File: src/hw/rtl/gdau_pkg.sv
// Shared types and constants for the Gregorian date arithmetic unit.
package gdau_pkg;

  localparam logic [2:0] CMD_ADD   = 3'd0;
  localparam logic [2:0] CMD_SUB   = 3'd1;
  localparam logic [2:0] CMD_WDAY  = 3'd2;
  localparam logic [2:0] CMD_DAYS  = 3'd3;
  localparam logic [2:0] CMD_MONS  = 3'd4;
  localparam logic [2:0] CMD_YEARS = 3'd5;

  localparam int SW = 23;  // serial day number width
  localparam logic [SW-1:0] SER_LO   = 23'd146403;   // 0001-01-01
  localparam logic [SW-1:0] SER_HI   = 23'd3798461;  // 9999-12-31
  localparam logic [21:0]   DIFF_MAX = 22'd3652058;

  // Datapath operation selects.
  typedef enum logic [3:0] {
    OP_NONE, OP_LOAD, OP_SER_A, OP_SER_B, OP_TARGET,
    OP_ERA, OP_YOE, OP_DOY, OP_MP, OP_DATE, OP_FINISH
  } dp_op_e;

  typedef struct packed {
    dp_op_e op;
  } dp_cmd_t;

  // Cumulative days before shifted month mp (March = 0).
  function automatic logic [8:0] month_start(input logic [3:0] mp);
    logic [8:0] r;
    case (mp)
      4'd0: r = 9'd0;    4'd1: r = 9'd31;   4'd2: r = 9'd61;
      4'd3: r = 9'd92;   4'd4: r = 9'd122;  4'd5: r = 9'd153;
      4'd6: r = 9'd184;  4'd7: r = 9'd214;  4'd8: r = 9'd245;
      4'd9: r = 9'd275;  4'd10: r = 9'd306; 4'd11: r = 9'd337;
      default: r = 9'd0;
    endcase
    return r;
  endfunction

  // Days before year yy (shifted), yy below 16784.
  function automatic logic [SW-1:0] year_days(input logic [14:0] yy);
    logic [7:0] c;
    logic [SW-1:0] r;
    c = 8'((28'(yy) * 28'd5243) >> 19);  // yy/100
    r = SW'(yy) * 23'd365 + SW'(yy >> 2) - SW'(c) + SW'(c >> 2);
    return r;
  endfunction

endpackage

File: src/hw/rtl/gdau_datapath.sv
// Datapath: date/serial conversion, differences and result assembly.
module gdau_datapath import gdau_pkg::*; (
  input  logic        clk_i,
  input  dp_cmd_t     cmd_i,
  input  logic [64:0] item_i,
  output logic        is_conv_o,
  output logic [51:0] res_o
);

  logic [2:0]    cmd_q;
  logic [4:0]    da_q, db_q;
  logic [3:0]    ma_q, mb_q;
  logic [13:0]   ya_q, yb_q;
  logic [15:0]   cnt_q;
  logic [SW-1:0] sa_q, sb_q, t_q, doe_q;
  logic [4:0]    era_q;
  logic [8:0]    yoe_q, doy_q;
  logic [3:0]    mp_q;
  logic          oor_q;
  logic [4:0]    dout_q;
  logic [3:0]    mout_q;
  logic [13:0]   yout_q;
  logic [51:0]   res_q;

  // serial of current date operand
  logic          sel_b;
  logic [4:0]    sd;
  logic [3:0]    sm_raw, smc, smp;
  logic [13:0]   sy;
  logic [14:0]   syy;
  logic [SW-1:0] ser;
  always_comb begin
    sel_b  = (cmd_i.op == OP_SER_B);
    sd     = sel_b ? db_q : da_q;
    sm_raw = sel_b ? mb_q : ma_q;
    sy     = sel_b ? yb_q : ya_q;
    smc    = (sm_raw == 4'd0) ? 4'd1 : ((sm_raw > 4'd12) ? 4'd12 : sm_raw);
    syy    = 15'(sy) + 15'd400 - ((smc <= 4'd2) ? 15'd1 : 15'd0);
    smp    = (smc > 4'd2) ? smc - 4'd3 : smc + 4'd9;
    ser    = year_days(syy) + SW'(month_start(smp)) + SW'(sd) - SW'(1);
  end

  // conversion back: helper signals
  logic [SW-1:0] tgt;
  logic          tgt_lo, tgt_hi;
  logic [SW-1:0] yoe_num;
  logic [8:0]    yoe_v;
  logic [SW-1:0] yoe_days;
  logic [12:0]   doy5;
  logic [3:0]    mp_v;
  logic [13:0]   yr;
  always_comb begin
    tgt = (cmd_q == CMD_ADD) ? sa_q + SW'(cnt_q)
        : ((sa_q >= SW'(cnt_q)) ? sa_q - SW'(cnt_q) : '0);
    tgt_lo = tgt < SER_LO;
    tgt_hi = tgt > SER_HI;
    // (doe - doe/1460 + doe/36524 - doe/146096)/365, doe < 146097
    yoe_num = doe_q - SW'((42'(doe_q) * 42'd5883517) >> 33)
            + SW'((42'(doe_q) * 42'd940745) >> 35)
            - SW'(doe_q == 23'd146096);
    yoe_v = 9'((42'(yoe_num) * 42'd367720) >> 27);
    yoe_days = SW'(yoe_q) * 23'd365 + SW'(yoe_q >> 2)
             - SW'((18'(yoe_q) * 18'd41) >> 12);  // yoe/100
    doy5 = 13'(doy_q) * 13'd5 + 13'd2;
    mp_v = 4'((26'(doy5) * 26'd3427) >> 19);  // /153
    yr = 14'(era_q) * 14'd400 + 14'(yoe_q) + ((mp_q >= 4'd10) ? 14'd1 : 14'd0)
       - 14'd400;
  end

  // differences and flags
  logic [SW-1:0] sdiff;
  logic [17:0]   mna, mnb, mdiff;
  logic [13:0]   ydiff;
  logic [3:0]    mac, mbc;
  logic [21:0]   diff;
  logic [1:0]    ord;
  logic          leap;
  logic [2:0]    wday;
  logic [SW-1:0] w2;
  logic [7:0]    cent;
  always_comb begin
    sdiff = (sa_q >= sb_q) ? sa_q - sb_q : sb_q - sa_q;
    mac   = (ma_q == 4'd0) ? 4'd1 : ((ma_q > 4'd12) ? 4'd12 : ma_q);
    mbc   = (mb_q == 4'd0) ? 4'd1 : ((mb_q > 4'd12) ? 4'd12 : mb_q);
    mna   = 18'(ya_q) * 18'd12 + 18'(mac);
    mnb   = 18'(yb_q) * 18'd12 + 18'(mbc);
    mdiff = (mna >= mnb) ? mna - mnb : mnb - mna;
    ydiff = (ya_q >= yb_q) ? ya_q - yb_q : yb_q - ya_q;
    case (cmd_q)
      CMD_DAYS:  diff = (sdiff > SW'(DIFF_MAX)) ? DIFF_MAX : 22'(sdiff);
      CMD_MONS:  diff = 22'(mdiff);
      CMD_YEARS: diff = 22'(ydiff);
      default:   diff = '0;
    endcase
    if (ya_q != yb_q)      ord = (ya_q < yb_q) ? 2'd0 : 2'd2;
    else if (ma_q != mb_q) ord = (ma_q < mb_q) ? 2'd0 : 2'd2;
    else if (da_q != db_q) ord = (da_q < db_q) ? 2'd0 : 2'd2;
    else                   ord = 2'd1;
    cent = 8'((27'(ya_q) * 27'd5243) >> 19);
    leap = ((ya_q[1:0] == 2'b00) && (14'(cent) * 14'd100 != ya_q))
         || ((ya_q[1:0] == 2'b00) && (cent[1:0] == 2'b00) && (14'(cent) * 14'd100 == ya_q));
    w2   = sa_q + SW'(2);
    wday = 3'(w2 - SW'((64'(w2) * 64'd1227133514) >> 33) * SW'(7)) + 3'd1;
  end

  assign is_conv_o = (cmd_q == CMD_ADD) || (cmd_q == CMD_SUB);

  always_ff @(posedge clk_i) begin
    case (cmd_i.op)
      OP_LOAD: begin
        {cnt_q, yb_q, mb_q, db_q, ya_q, ma_q, da_q, cmd_q} <= item_i;
        dout_q <= item_i[7:3];
        mout_q <= item_i[11:8];
        yout_q <= item_i[25:12];
        oor_q  <= 1'b0;
      end
      OP_SER_A: sa_q <= ser;
      OP_SER_B: sb_q <= ser;
      OP_TARGET: begin
        t_q   <= tgt_lo ? SER_LO : (tgt_hi ? SER_HI : tgt);
        oor_q <= tgt_lo | tgt_hi;
      end
      OP_ERA: begin
        era_q <= 5'((46'(t_q) * 46'd7525902) >> 40);  // /146097
      end
      OP_YOE: begin
        doe_q <= t_q - SW'(era_q) * 23'd146097;
      end
      OP_DOY: yoe_q <= yoe_v;
      OP_MP:  doy_q <= 9'(doe_q - yoe_days);
      OP_DATE: mp_q <= mp_v;
      OP_FINISH: begin
        dout_q <= 5'(doy_q - month_start(mp_q) + 9'd1);
        mout_q <= (mp_q < 4'd10) ? mp_q + 4'd3 : mp_q - 4'd9;
        yout_q <= yr;
      end
      default: ;
    endcase
    res_q <= {oor_q, diff, ord, leap, wday, yout_q, mout_q, dout_q};
  end

  assign res_o = res_q;

endmodule

File: src/hw/rtl/gdau_ctrl.sv
// Controller state machine sequencing the datapath steps.
module gdau_ctrl import gdau_pkg::*; (
  input  logic    clk_i,
  input  logic    rst_ni,
  input  logic    in_valid_i,
  output logic    in_ready_o,
  output logic    out_valid_o,
  input  logic    out_ready_i,
  input  logic    is_conv_i,
  output dp_cmd_t cmd_o
);

  localparam logic [3:0] S_IDLE = 4'd0, S_SA = 4'd1, S_SB = 4'd2, S_TGT = 4'd3,
    S_ERA = 4'd4, S_DOE = 4'd5, S_YOE = 4'd6, S_DOY = 4'd7, S_MP = 4'd8,
    S_FIN = 4'd9, S_RES = 4'd10, S_OUT = 4'd11;

  logic [3:0] state_q, state_d;

  assign in_ready_o  = (state_q == S_IDLE);
  assign out_valid_o = (state_q == S_OUT);

  always_comb begin
    state_d = state_q;
    cmd_o.op = OP_NONE;
    case (state_q)
      S_IDLE: if (in_valid_i) begin cmd_o.op = OP_LOAD; state_d = S_SA; end
      S_SA:  begin cmd_o.op = OP_SER_A; state_d = S_SB; end
      S_SB:  begin cmd_o.op = OP_SER_B; state_d = is_conv_i ? S_TGT : S_RES; end
      S_TGT: begin cmd_o.op = OP_TARGET; state_d = S_ERA; end
      S_ERA: begin cmd_o.op = OP_ERA; state_d = S_DOE; end
      S_DOE: begin cmd_o.op = OP_YOE; state_d = S_YOE; end
      S_YOE: begin cmd_o.op = OP_DOY; state_d = S_DOY; end
      S_DOY: begin cmd_o.op = OP_MP; state_d = S_MP; end
      S_MP:  begin cmd_o.op = OP_DATE; state_d = S_FIN; end
      S_FIN: begin cmd_o.op = OP_FINISH; state_d = S_RES; end
      S_RES: state_d = S_OUT;
      S_OUT: if (out_ready_i) state_d = S_IDLE;
      default: state_d = S_IDLE;
    endcase
  end

  always_ff @(posedge clk_i or negedge rst_ni) begin
    if (!rst_ni) state_q <= S_IDLE;
    else         state_q <= state_d;
  end

endmodule

File: src/hw/rtl/gregorian_date_arithmetic_unit.sv
// Weekday and difference commands pass through the serial-A, serial-B and
// result states before the output state; add and subtract also pass through
// the target, era, day-of-era, year-of-era, day-of-year, month and finish
// states (serial-to-date steps). One transaction at a time: a new one is accepted after the result is taken.
// Reset: rst_ni asynchronous active low returns the controller to idle.
// The datapath holds no control state.
module gregorian_date_arithmetic_unit import gdau_pkg::*; (
  input  logic        clk_i,
  input  logic        rst_ni,
  input  logic        s_axis_tvalid,
  output logic        s_axis_tready,
  // cmd, day_a, month_a, year_a, day_b, month_b, year_b, day_count
  input  logic [71:0] s_axis_tdata,
  output logic        m_axis_tvalid,
  input  logic        m_axis_tready,
  // day_out, month_out, year_out, weekday, leap_a, order, difference, out_of_range
  output logic [55:0] m_axis_tdata
);

  dp_cmd_t     cmd;
  logic [51:0] res;
  logic        is_conv;

  gdau_ctrl u_ctrl (
    .clk_i, .rst_ni,
    .in_valid_i (s_axis_tvalid),
    .in_ready_o (s_axis_tready),
    .out_valid_o(m_axis_tvalid),
    .out_ready_i(m_axis_tready),
    .is_conv_i  (is_conv),
    .cmd_o      (cmd)
  );

  gdau_datapath u_dp (
    .clk_i,
    .cmd_i    (cmd),
    .item_i   (s_axis_tdata[64:0]),
    .is_conv_o(is_conv),
    .res_o    (res)
  );

  assign m_axis_tdata = {4'b0, res};

endmodule
File: config.mk
export PLATFORM = sky130hd
export DESIGN_NAME = gregorian_date_arithmetic_unit
export DESIGN_NICKNAME = d
export VERILOG_FILES = /design/src/hw/rtl/gdau_pkg.sv /design/src/hw/rtl/gdau_datapath.sv /design/src/hw/rtl/gdau_ctrl.sv /design/src/hw/rtl/gregorian_date_arithmetic_unit.sv
export SDC_FILE = /design/constraint.sdc
export NUM_CORES = 2
export LEC_CHECK = 0
export BUFFER_PORTS_ARGS = -buffer_cell sky130_fd_sc_hd__clkbuf_2
export CELL_PAD_IN_SITES_DETAIL_PLACEMENT = 0
export CELL_PAD_IN_SITES_GLOBAL_PLACEMENT = 1
export CORE_ASPECT_RATIO = 1.1
export CORE_MARGIN = 8
export CORE_UTILIZATION = 40
export DETAILED_ROUTE_END_ITERATION = 10
export GPL_ROUTABILITY_DRIVEN = 0
export PLACE_DENSITY_LB_ADDON = 0.15
export SYNTH_ARGS = -nofsm -noshare
export SYNTH_HDL_FRONTEND = slang
export SYNTH_SLANG_ARGS = --single-unit
File: constraint.sdc
create_clock -name clk_i -period 41.7 [get_ports clk_i]
set_clock_uncertainty 0.2 [all_clocks]
set_input_delay 2.085 -clock clk_i [delete_from_list [all_inputs] [get_ports clk_i]]
set_output_delay 2.085 -clock clk_i [all_outputs]
set_load 0.03 [all_outputs]
## Word level (Yosys, flattened, before mapping)

Memories as Yosys holds them, arrays and structs flattened. A register that Yosys moved wholly into a read port is not among the register bits.
Cells that the tools add are included.

| operators by class | value |
|---|---|
| add/subtract/negate cells | 38 |
| multiply operators | 18 |
| order comparisons | 17 |
| eq/ne operators | 33 |
| multiplexer cells | 39 |
| bitwise gates (word level) | 1 |
| reductions and logical operators | 16 |

Operators by type and width:

| operator | number |
|---|---|
| 23-bit 2-to-1 mux | 3 |
| 23-bit subtractor | 3 |
| 22-bit case mux with 3 select lines | 1 |
| 23-bit by 30-bit multiplier with 53-bit output, second input constant | 1 |
| 4-bit 2-to-1 mux | 13 |
| 4-bit case mux with 12 select lines | 1 |
| 23-bit by 22-bit greater-than comparator with 1-bit output, second input constant | 2 |
| 23-bit by 22-bit multiplier with 44-bit output, second input constant | 1 |
| 22-bit 2-to-1 mux | 2 |
| 23-bit by 20-bit multiplier with 42-bit output, second input constant | 1 |
| 23-bit by 23-bit multiplier with 42-bit output, second input constant | 1 |
| 4-bit case mux with 10 select lines | 1 |
| 18-bit by 4-bit adder with 18-bit output | 2 |
| 18-bit subtractor | 2 |
| 23-bit by 16-bit multiplier with 33-bit output, second input constant | 1 |
| 4-bit by 3-bit equality test with 1-bit output, second input constant | 8 |
| 14-bit by 2-bit multiplier with 16-bit output, second input constant | 2 |
| 4-bit equality test, second input constant | 7 |
| 14-bit 2-to-1 mux | 2 |
| 14-bit != test | 2 |
| 14-bit case mux with 2 select lines | 1 |
| 14-bit subtractor | 2 |
| 14-bit by 13-bit multiplier with 27-bit output, second input constant | 1 |
| 15-bit by 13-bit multiplier with 27-bit output, second input constant | 1 |
| 78 further kinds | 101 |

| word-level totals | value |
|---|---|
| register bits | 264 |
| bits in read-only memories | 288 |
| output and inout port bits | 58 |
| word-level logic and storage cells | 187 |
| memories | 2 |

Memories:

| memory | words | bits a word | read ports | clocked after memory_dff | write ports | RTL line | text |
|---|---|---|---|---|---|---|---|
| (name not given) | 16 | 9 | 1 | 1 | 0 | gdau_pkg.sv:29 | `case (mp)` |
| (name not given) | 16 | 9 | 1 | 0 | 0 | gdau_pkg.sv:29 |  |

## Logic depth before layout (Yosys ltp)

| depth | value |
|---|---|
| depth in word-level cells | 17 |
| gate-level depth with buffers | 64 |
| gate-level depth less buffers | 62 |

## Cells and area by module

A second synthesis with hierarchy kept.

| second synthesis, totals | value |
|---|---|
| cell total of the unflattened synthesis | 7332 |
| area, all modules | 72924.9 um2 |

By module, submodules not included:

| module | instances | cells an instance | area an instance (um2) | seq. area each (um2) |
|---|---|---|---|---|
| gdau_datapath | 1 | 7291 | 72590.9 | 7387.1 |
| gdau_ctrl | 1 | 36 | 300.3 | 100.1 |
| gregorian_date_arithmetic_unit | 1 | 5 | 33.8 | 0.0 |

## Least setup slack after synthesis

OpenSTA, ideal clock, no wires.

| timing | value |
|---|---|
| kind | reg-to-reg |
| start | register u_ctrl.state_q[2] |
| end | register u_dp.sa_q[22], data pin |
| library setup time | 271 ps |
| data arrival time | 14966 ps |
| data required time | 41229 ps |
| path slack | 26263 ps |
| cell stages (with the launch flop) | 60 |
| buffers on the path | 4 |
| clock period less this slack | 15437 ps |
| path through | dfrtp_1 -> clkbuf_1 -> nor4b_1 -> clkbuf_1 -> clkbuf_1 -> buf_1 -> nor2_1 -> a21oi_1 -> ha_1 -> inv_1 -> ha_1 -> a21o_1 -> a21o_1 -> a211oi_1 -> o21bai_1 -> a211oi_1 -> o21bai_1 -> a21oi_1 -> [24 not listed] -> fa_1 -> inv_1 -> fa_1 -> inv_1 -> fa_1 -> inv_1 -> ha_1 -> a21o_1 -> a21oi_1 -> o21ai_0 -> a211oi_1 -> o31ai_1 -> or4_1 -> a31oi_1 -> nor2b_1 -> o21a_1 -> o41ai_1 -> xnor2_1 |

| on the way | value |
|---|---|
| longest elaborated chain between the ends | 17 |
| elaborated cells between the ends (all ways) | 36 |

Ends and longest elaborated chain:

| element | RTL line | text |
|---|---|---|
| start: declaration | gdau_ctrl.sv:17 | `logic [3:0] state_q, state_d;` |
| start signal: assignment | gdau_ctrl.sv:44 | `else state_q <= state_d;` |
| 4-bit equality test, or another cell as far along | gdau_ctrl.sv:25 | `case (state_q)` |
| 4-bit case mux with 10 select lines * | gdau_ctrl.sv:25 |  |
| 4-bit by 2-bit equality test with 1-bit output * | gdau_datapath.sv:33 | `sel_b = (cmd_i.op == OP_SER_B);` |
| 4-bit 2-to-1 mux | gdau_datapath.sv:35 | `sm_raw = sel_b ? mb_q : ma_q;` |
| 4-bit greater-than comparator | gdau_datapath.sv:37 | `smc = (sm_raw == 4'd0) ? 4'd1 : ((sm_raw > 4'd12) ? 4'd12 : sm_raw);` |
| 4-bit 2-to-1 mux (2 in a row) | gdau_datapath.sv:37 |  |
| 4-bit by 2-bit <= comparator with 1-bit output | gdau_datapath.sv:38 | `syy = 15'(sy) + 15'd400 - ((smc <= 4'd2) ? 15'd1 : 15'd0);` |
| 1-bit 2-to-1 mux | gdau_datapath.sv:38 |  |
| 15-bit subtractor | gdau_datapath.sv:38 |  |
| 15-bit by 9-bit multiplier with 23-bit output | gdau_pkg.sv:44 | `r = SW'(yy) * 23'd365 + SW'(yy >> 2) - SW'(c) + SW'(c >> 2);` |
| 23-bit by 13-bit adder with 23-bit output | gdau_pkg.sv:44 |  |
| 23-bit by 8-bit subtractor with 23-bit output | gdau_pkg.sv:44 |  |
| 23-bit by 6-bit adder with 23-bit output | gdau_pkg.sv:44 |  |
| 23-bit by 9-bit adder with 23-bit output | gdau_datapath.sv:40 | `ser = year_days(syy) + SW'(month_start(smp)) + SW'(sd) - SW'(1);` |
| 23-bit by 5-bit adder with 23-bit output * | gdau_datapath.sv:40 |  |
| 23-bit by 1-bit subtractor with 23-bit output * | gdau_datapath.sv:40 |  |
| named net u_dp.ser[22] | gdau_datapath.sv:31 | `logic [SW-1:0] ser;` |
| end signal: assignment | gdau_datapath.sv:117 | `OP_SER_A: sa_q <= ser;` |
| end: declaration | gdau_datapath.sv:15 | `logic [SW-1:0] sa_q, sb_q, t_q, doe_q;` |

The timed path passes the listed nets; every way through them passes the cells marked *.
A chain may end at the register's enable or synchronous reset.

## Worst setup path in the final report

| timing | value |
|---|---|
| start | register u_dp.doe_q[14] |
| end | register u_dp.yoe_q[8], data pin |

| on the way | value |
|---|---|
| longest elaborated chain between the ends | 5 |
| elaborated cells between the ends (all ways) | 7 |

Ends and longest elaborated chain:

| element | RTL line | text |
|---|---|---|
| start: declaration | gdau_datapath.sv:15 |  |
| start signal: assignment | gdau_datapath.sv:127 | `doe_q <= t_q - SW'(era_q) * 23'd146097;` |
| 23-bit by 23-bit multiplier with 42-bit output | gdau_datapath.sv:58 | `yoe_num = doe_q - SW'((42'(doe_q) * 42'd5883517) >> 33)` |
| 23-bit by 9-bit subtractor with 23-bit output | gdau_datapath.sv:58 |  |
| 23-bit by 7-bit adder with 23-bit output | gdau_datapath.sv:59 | `+ SW'((42'(doe_q) * 42'd940745) >> 35)` |
| 23-bit by 1-bit subtractor with 23-bit output * | gdau_datapath.sv:60 | `- SW'(doe_q == 23'd146096);` |
| 23-bit by 16-bit multiplier with 33-bit output * | gdau_datapath.sv:61 | `yoe_v = 9'((42'(yoe_num) * 42'd367720) >> 27);` |
| named net u_dp.yoe_v[8] | gdau_datapath.sv:47 | `logic [8:0] yoe_v;` |
| end signal: assignment | gdau_datapath.sv:129 | `OP_DOY: yoe_q <= yoe_v;` |
| end: declaration | gdau_datapath.sv:17 | `logic [8:0] yoe_q, doy_q;` |

Marks and branches as above.

==> flow_summary.json <==
{
  "status": "completed",
  "hold_path.class": "reg2reg",
  "detail_route.iter0.violations": 2228,
  "fin_crit_sh": 0.422,
  "fin_area_mm2": 0.0787,
  "post-synth-top-area-fraction": 0.304,
  "ctsResizeCount": 0,
  "grt_usage": 0.206,
  "fin_ws_ns": 24.10,
  "clk_latency_ns": 0.63,
  "fin_util": 0.430,
  "drive_gt1_frac": 0.0473,
  "rsz0062_at_grt": "no",
  "cts_sinks": 269,
  "hold_violations": 0,
  "top_layer": "met5",
  "cts_hold_buf": 0,
  "synth_flop_cell": "edfxtp_1",
  "ctsHtreeMaxLevel": 2,
  "synthMuxAreaShare": 0.0101,
  "cts_setup_buffers": 0,
  "critPathKind": "reg2reg",
  "drv_cap": 0,
  "synth-simple-area-share": 0.0571,
  "tns_ns": 0,
  "area_growth_pct": 7.26,
  "critPathMaxStageDelay_ns": 0.80,
  "ioPinCount": 134,
  "cp_common_cell": "fa_1",
  "synth_xor_area_frac": 0.0445,
  "met1_length_mm": 94.5,
  "antenna_found_initial": 13,
  "fp.dieW_um": 424,
  "grt_max_degree": 63,
  "clk_pin_slew_ns": 0.06,
  "rows": 165,
  "ys_seq_elements": 269,
  "slew_headroom": 0.240,
  "final_max_slew_viol_count": 0,
  "synth.distinct_cells": 91,
  "die_h_um": 465,
  "fill_cells": 18000,
  "ys_top_cells_by_area": "fa_1 (30%), ha_1 (29%), inv_1 (9.9%), edfxtp_1 (8.5%), xnor2_1 (3.2%)",
  "syn_area_mm2": 0.0734,
  "drtAntennaViolNets": 0,
  "start_util": 0.401,
  "synth_fa_ha_area_frac": 0.590,
  "core_mm2": 0.183,
  "route.detailed.wl_per_inst_um": 20.0,
  "grt_pass1_vias": 54200,
  "clock-root-buffer": "clkbuf_16",
  "place_ws_ns": 24.03,
  "finalSetupViolations": 0,
  "synth_top_family_by_area": "adder cells",
  "syn_area_per_cell_um2": 9.93,
  "yosys-top-cells-count": "inv_1 (1,941), ha_1 (1,678), fa_1 (1,115)",
  "fin_crit_ns": 17.60,
  "die_area_mm2": 0.197,
  "cts_made_buffers": 40,
  "async_flop_share": 0.0149,
  "yosysTopAreaCell": "fa_1",
  "vias": 50000,
  "yosysMostFrequentCell": "inv_1",
  "cp.required_ns": 41.86,
  "dr_wl_met2_mm": 95.5,
  "crit_slowest_cell": "o41ai_1",
  "dpl.hpwl_mm": 175,
  "nNetsFinal": 10400,
  "placed_cell_area_mm2": 0.0773,
  "tightest_slew_ns": 1.13,
  "cts_tree": "built",
  "numPortBuffers": 122,
  "arrival_ns": 17.75,
  "multiInputGateArea_mm2": 0.0583,
  "via_per_inst": 5.00,
  "route.met3.wl_mm": 5.71,
  "drt_first_pass_iters": 5,
  "seq_area_mm2": 0.00749,
  "cp_max_fo": 14,
  "ys_seq_area_frac": 0.102,
  "synth_edf_count": 208,
  "max-clock-path-buffers": 3,
  "grt_pass1_wl_mm": 316,
  "synth_compound_area_frac": 0.0912,
  "wl_mm": 200,
  "synth_cells": 7387,
  "synth_warnings": 0,
  "grt_overflow": 0,
  "fmax_ghz": 0.0568,
  "cp-end-kind": "flip-flop",
  "startpoint_type": "flip-flop",
  "drc_errors": 0
}
==> metal layers <==
metal,up-vias,track usage
met1,25100,0.287
met3,155,0.0161
met5,-,0
met4,6,0.0407
met2,620,0.352
li1,24200,-
==> logic make-up (layout without fill, tap and decap cells) <==
logic type,Yosys count,after routing
and+or+nand+nor,843,843
adders and majority gates,2793,2793
other,1,13
DFF,269,269
AOI/OAI and AO/OA,1010,1010
muxes,71,71
xor gates and xnor gates,370,370
buffers and inverters,2030,2212
==> layout make-up <==
type                       count  area share
multi-input combinational   5092       0.741
tap                         2421      0.0385
antenna                        8    0.000254
clock inverter                28     0.00501
clock buffer                  46      0.0130
inverter                    1941      0.0926
timing repair buffer         197      0.0149
sequential                   269      0.0951
==> state kept, by name, indices dropped and copies added (netlist names), named ones only <==
register	flops
u_ctrl.state_q	4
u_dp.cmd_q	3
u_dp.cnt_q	16
u_dp.da_q	5
u_dp.db_q	5
u_dp.doe_q	23
u_dp.dout_q	5
u_dp.doy_q	9
u_dp.era_q	5
u_dp.ma_q	4
u_dp.mb_q	4
u_dp.mout_q	4
u_dp.mp_q	4
u_dp.oor_q	1
u_dp.res_o	52
u_dp.sa_q	23
u_dp.sb_q	23
u_dp.t_q	23
u_dp.ya_q	14
u_dp.yb_q	14
u_dp.yoe_q	9
u_dp.yout_q	14
==> path summary, 6_finish.rpt <==
check | slack (ns) | startpoint | endpoint | depth (start not counted)
setup / recovery | 24.10 | u_dp.doe_q[14] | u_dp.yoe_q[8] | 58
hold / removal | 0.13 | u_dp.yout_q[4] | u_dp.res_o[13] | 0
setup reg to reg | 24.10 | u_dp.doe_q[14] | u_dp.yoe_q[8] | 58
hold reg to reg | 0.13 | u_dp.yout_q[4] | u_dp.res_o[13] | 0
max in group asynchronous | 40.05 | rst_ni | u_ctrl.state_q[0] | 1
min in group asynchronous | 1.11 | rst_ni | u_ctrl.state_q[2] | 1
==> layout by cell type (no fill, tap or decap), types with 27 or more instances in the layout <==
cell type and n:
a211oi_1 35, a21o_1 165, a21oi_1 269, a31oi_1 34
and2_1 27, and3_1 29, buf_4 75, clkbuf_16 40
clkbuf_2 122, dfxtp_1 57, edfxtp_1 208, fa_1 1115
ha_1 1678, inv_1 1940, mux2i_1 45, nand2_1 201
nand2b_1 29, nand3_1 84, nand4_1 28, nor2_1 203
nor2b_1 41, nor3_1 70, o211ai_1 30, o21a_1 46
o21ai_0 173, o21bai_1 50, xnor2_1 266, xor2_1 100
==> critical path: cells and delay by family (launching register included) <==
family	cells	cell delay (ns)
compound gates	16	4.14
xor+xnor	4	0.83
fa+ha+maj	18	8.57
buf+inv	11	1.67
flops	1	0.33
mux	1	0.17
simple gates	8	1.45
==> stage by stage <==
stage               hold WS (ns)  instances
finish                     0.131      10000
global route               0.150       9998
detailed placement         0.127       9920
CTS                        0.136       9994
floorplan                  0.123       7391
global placement           0.128       9920
Power is not shown: default switching activity piles up to over one toggle a cycle in this logic, so the estimate is an artifact.
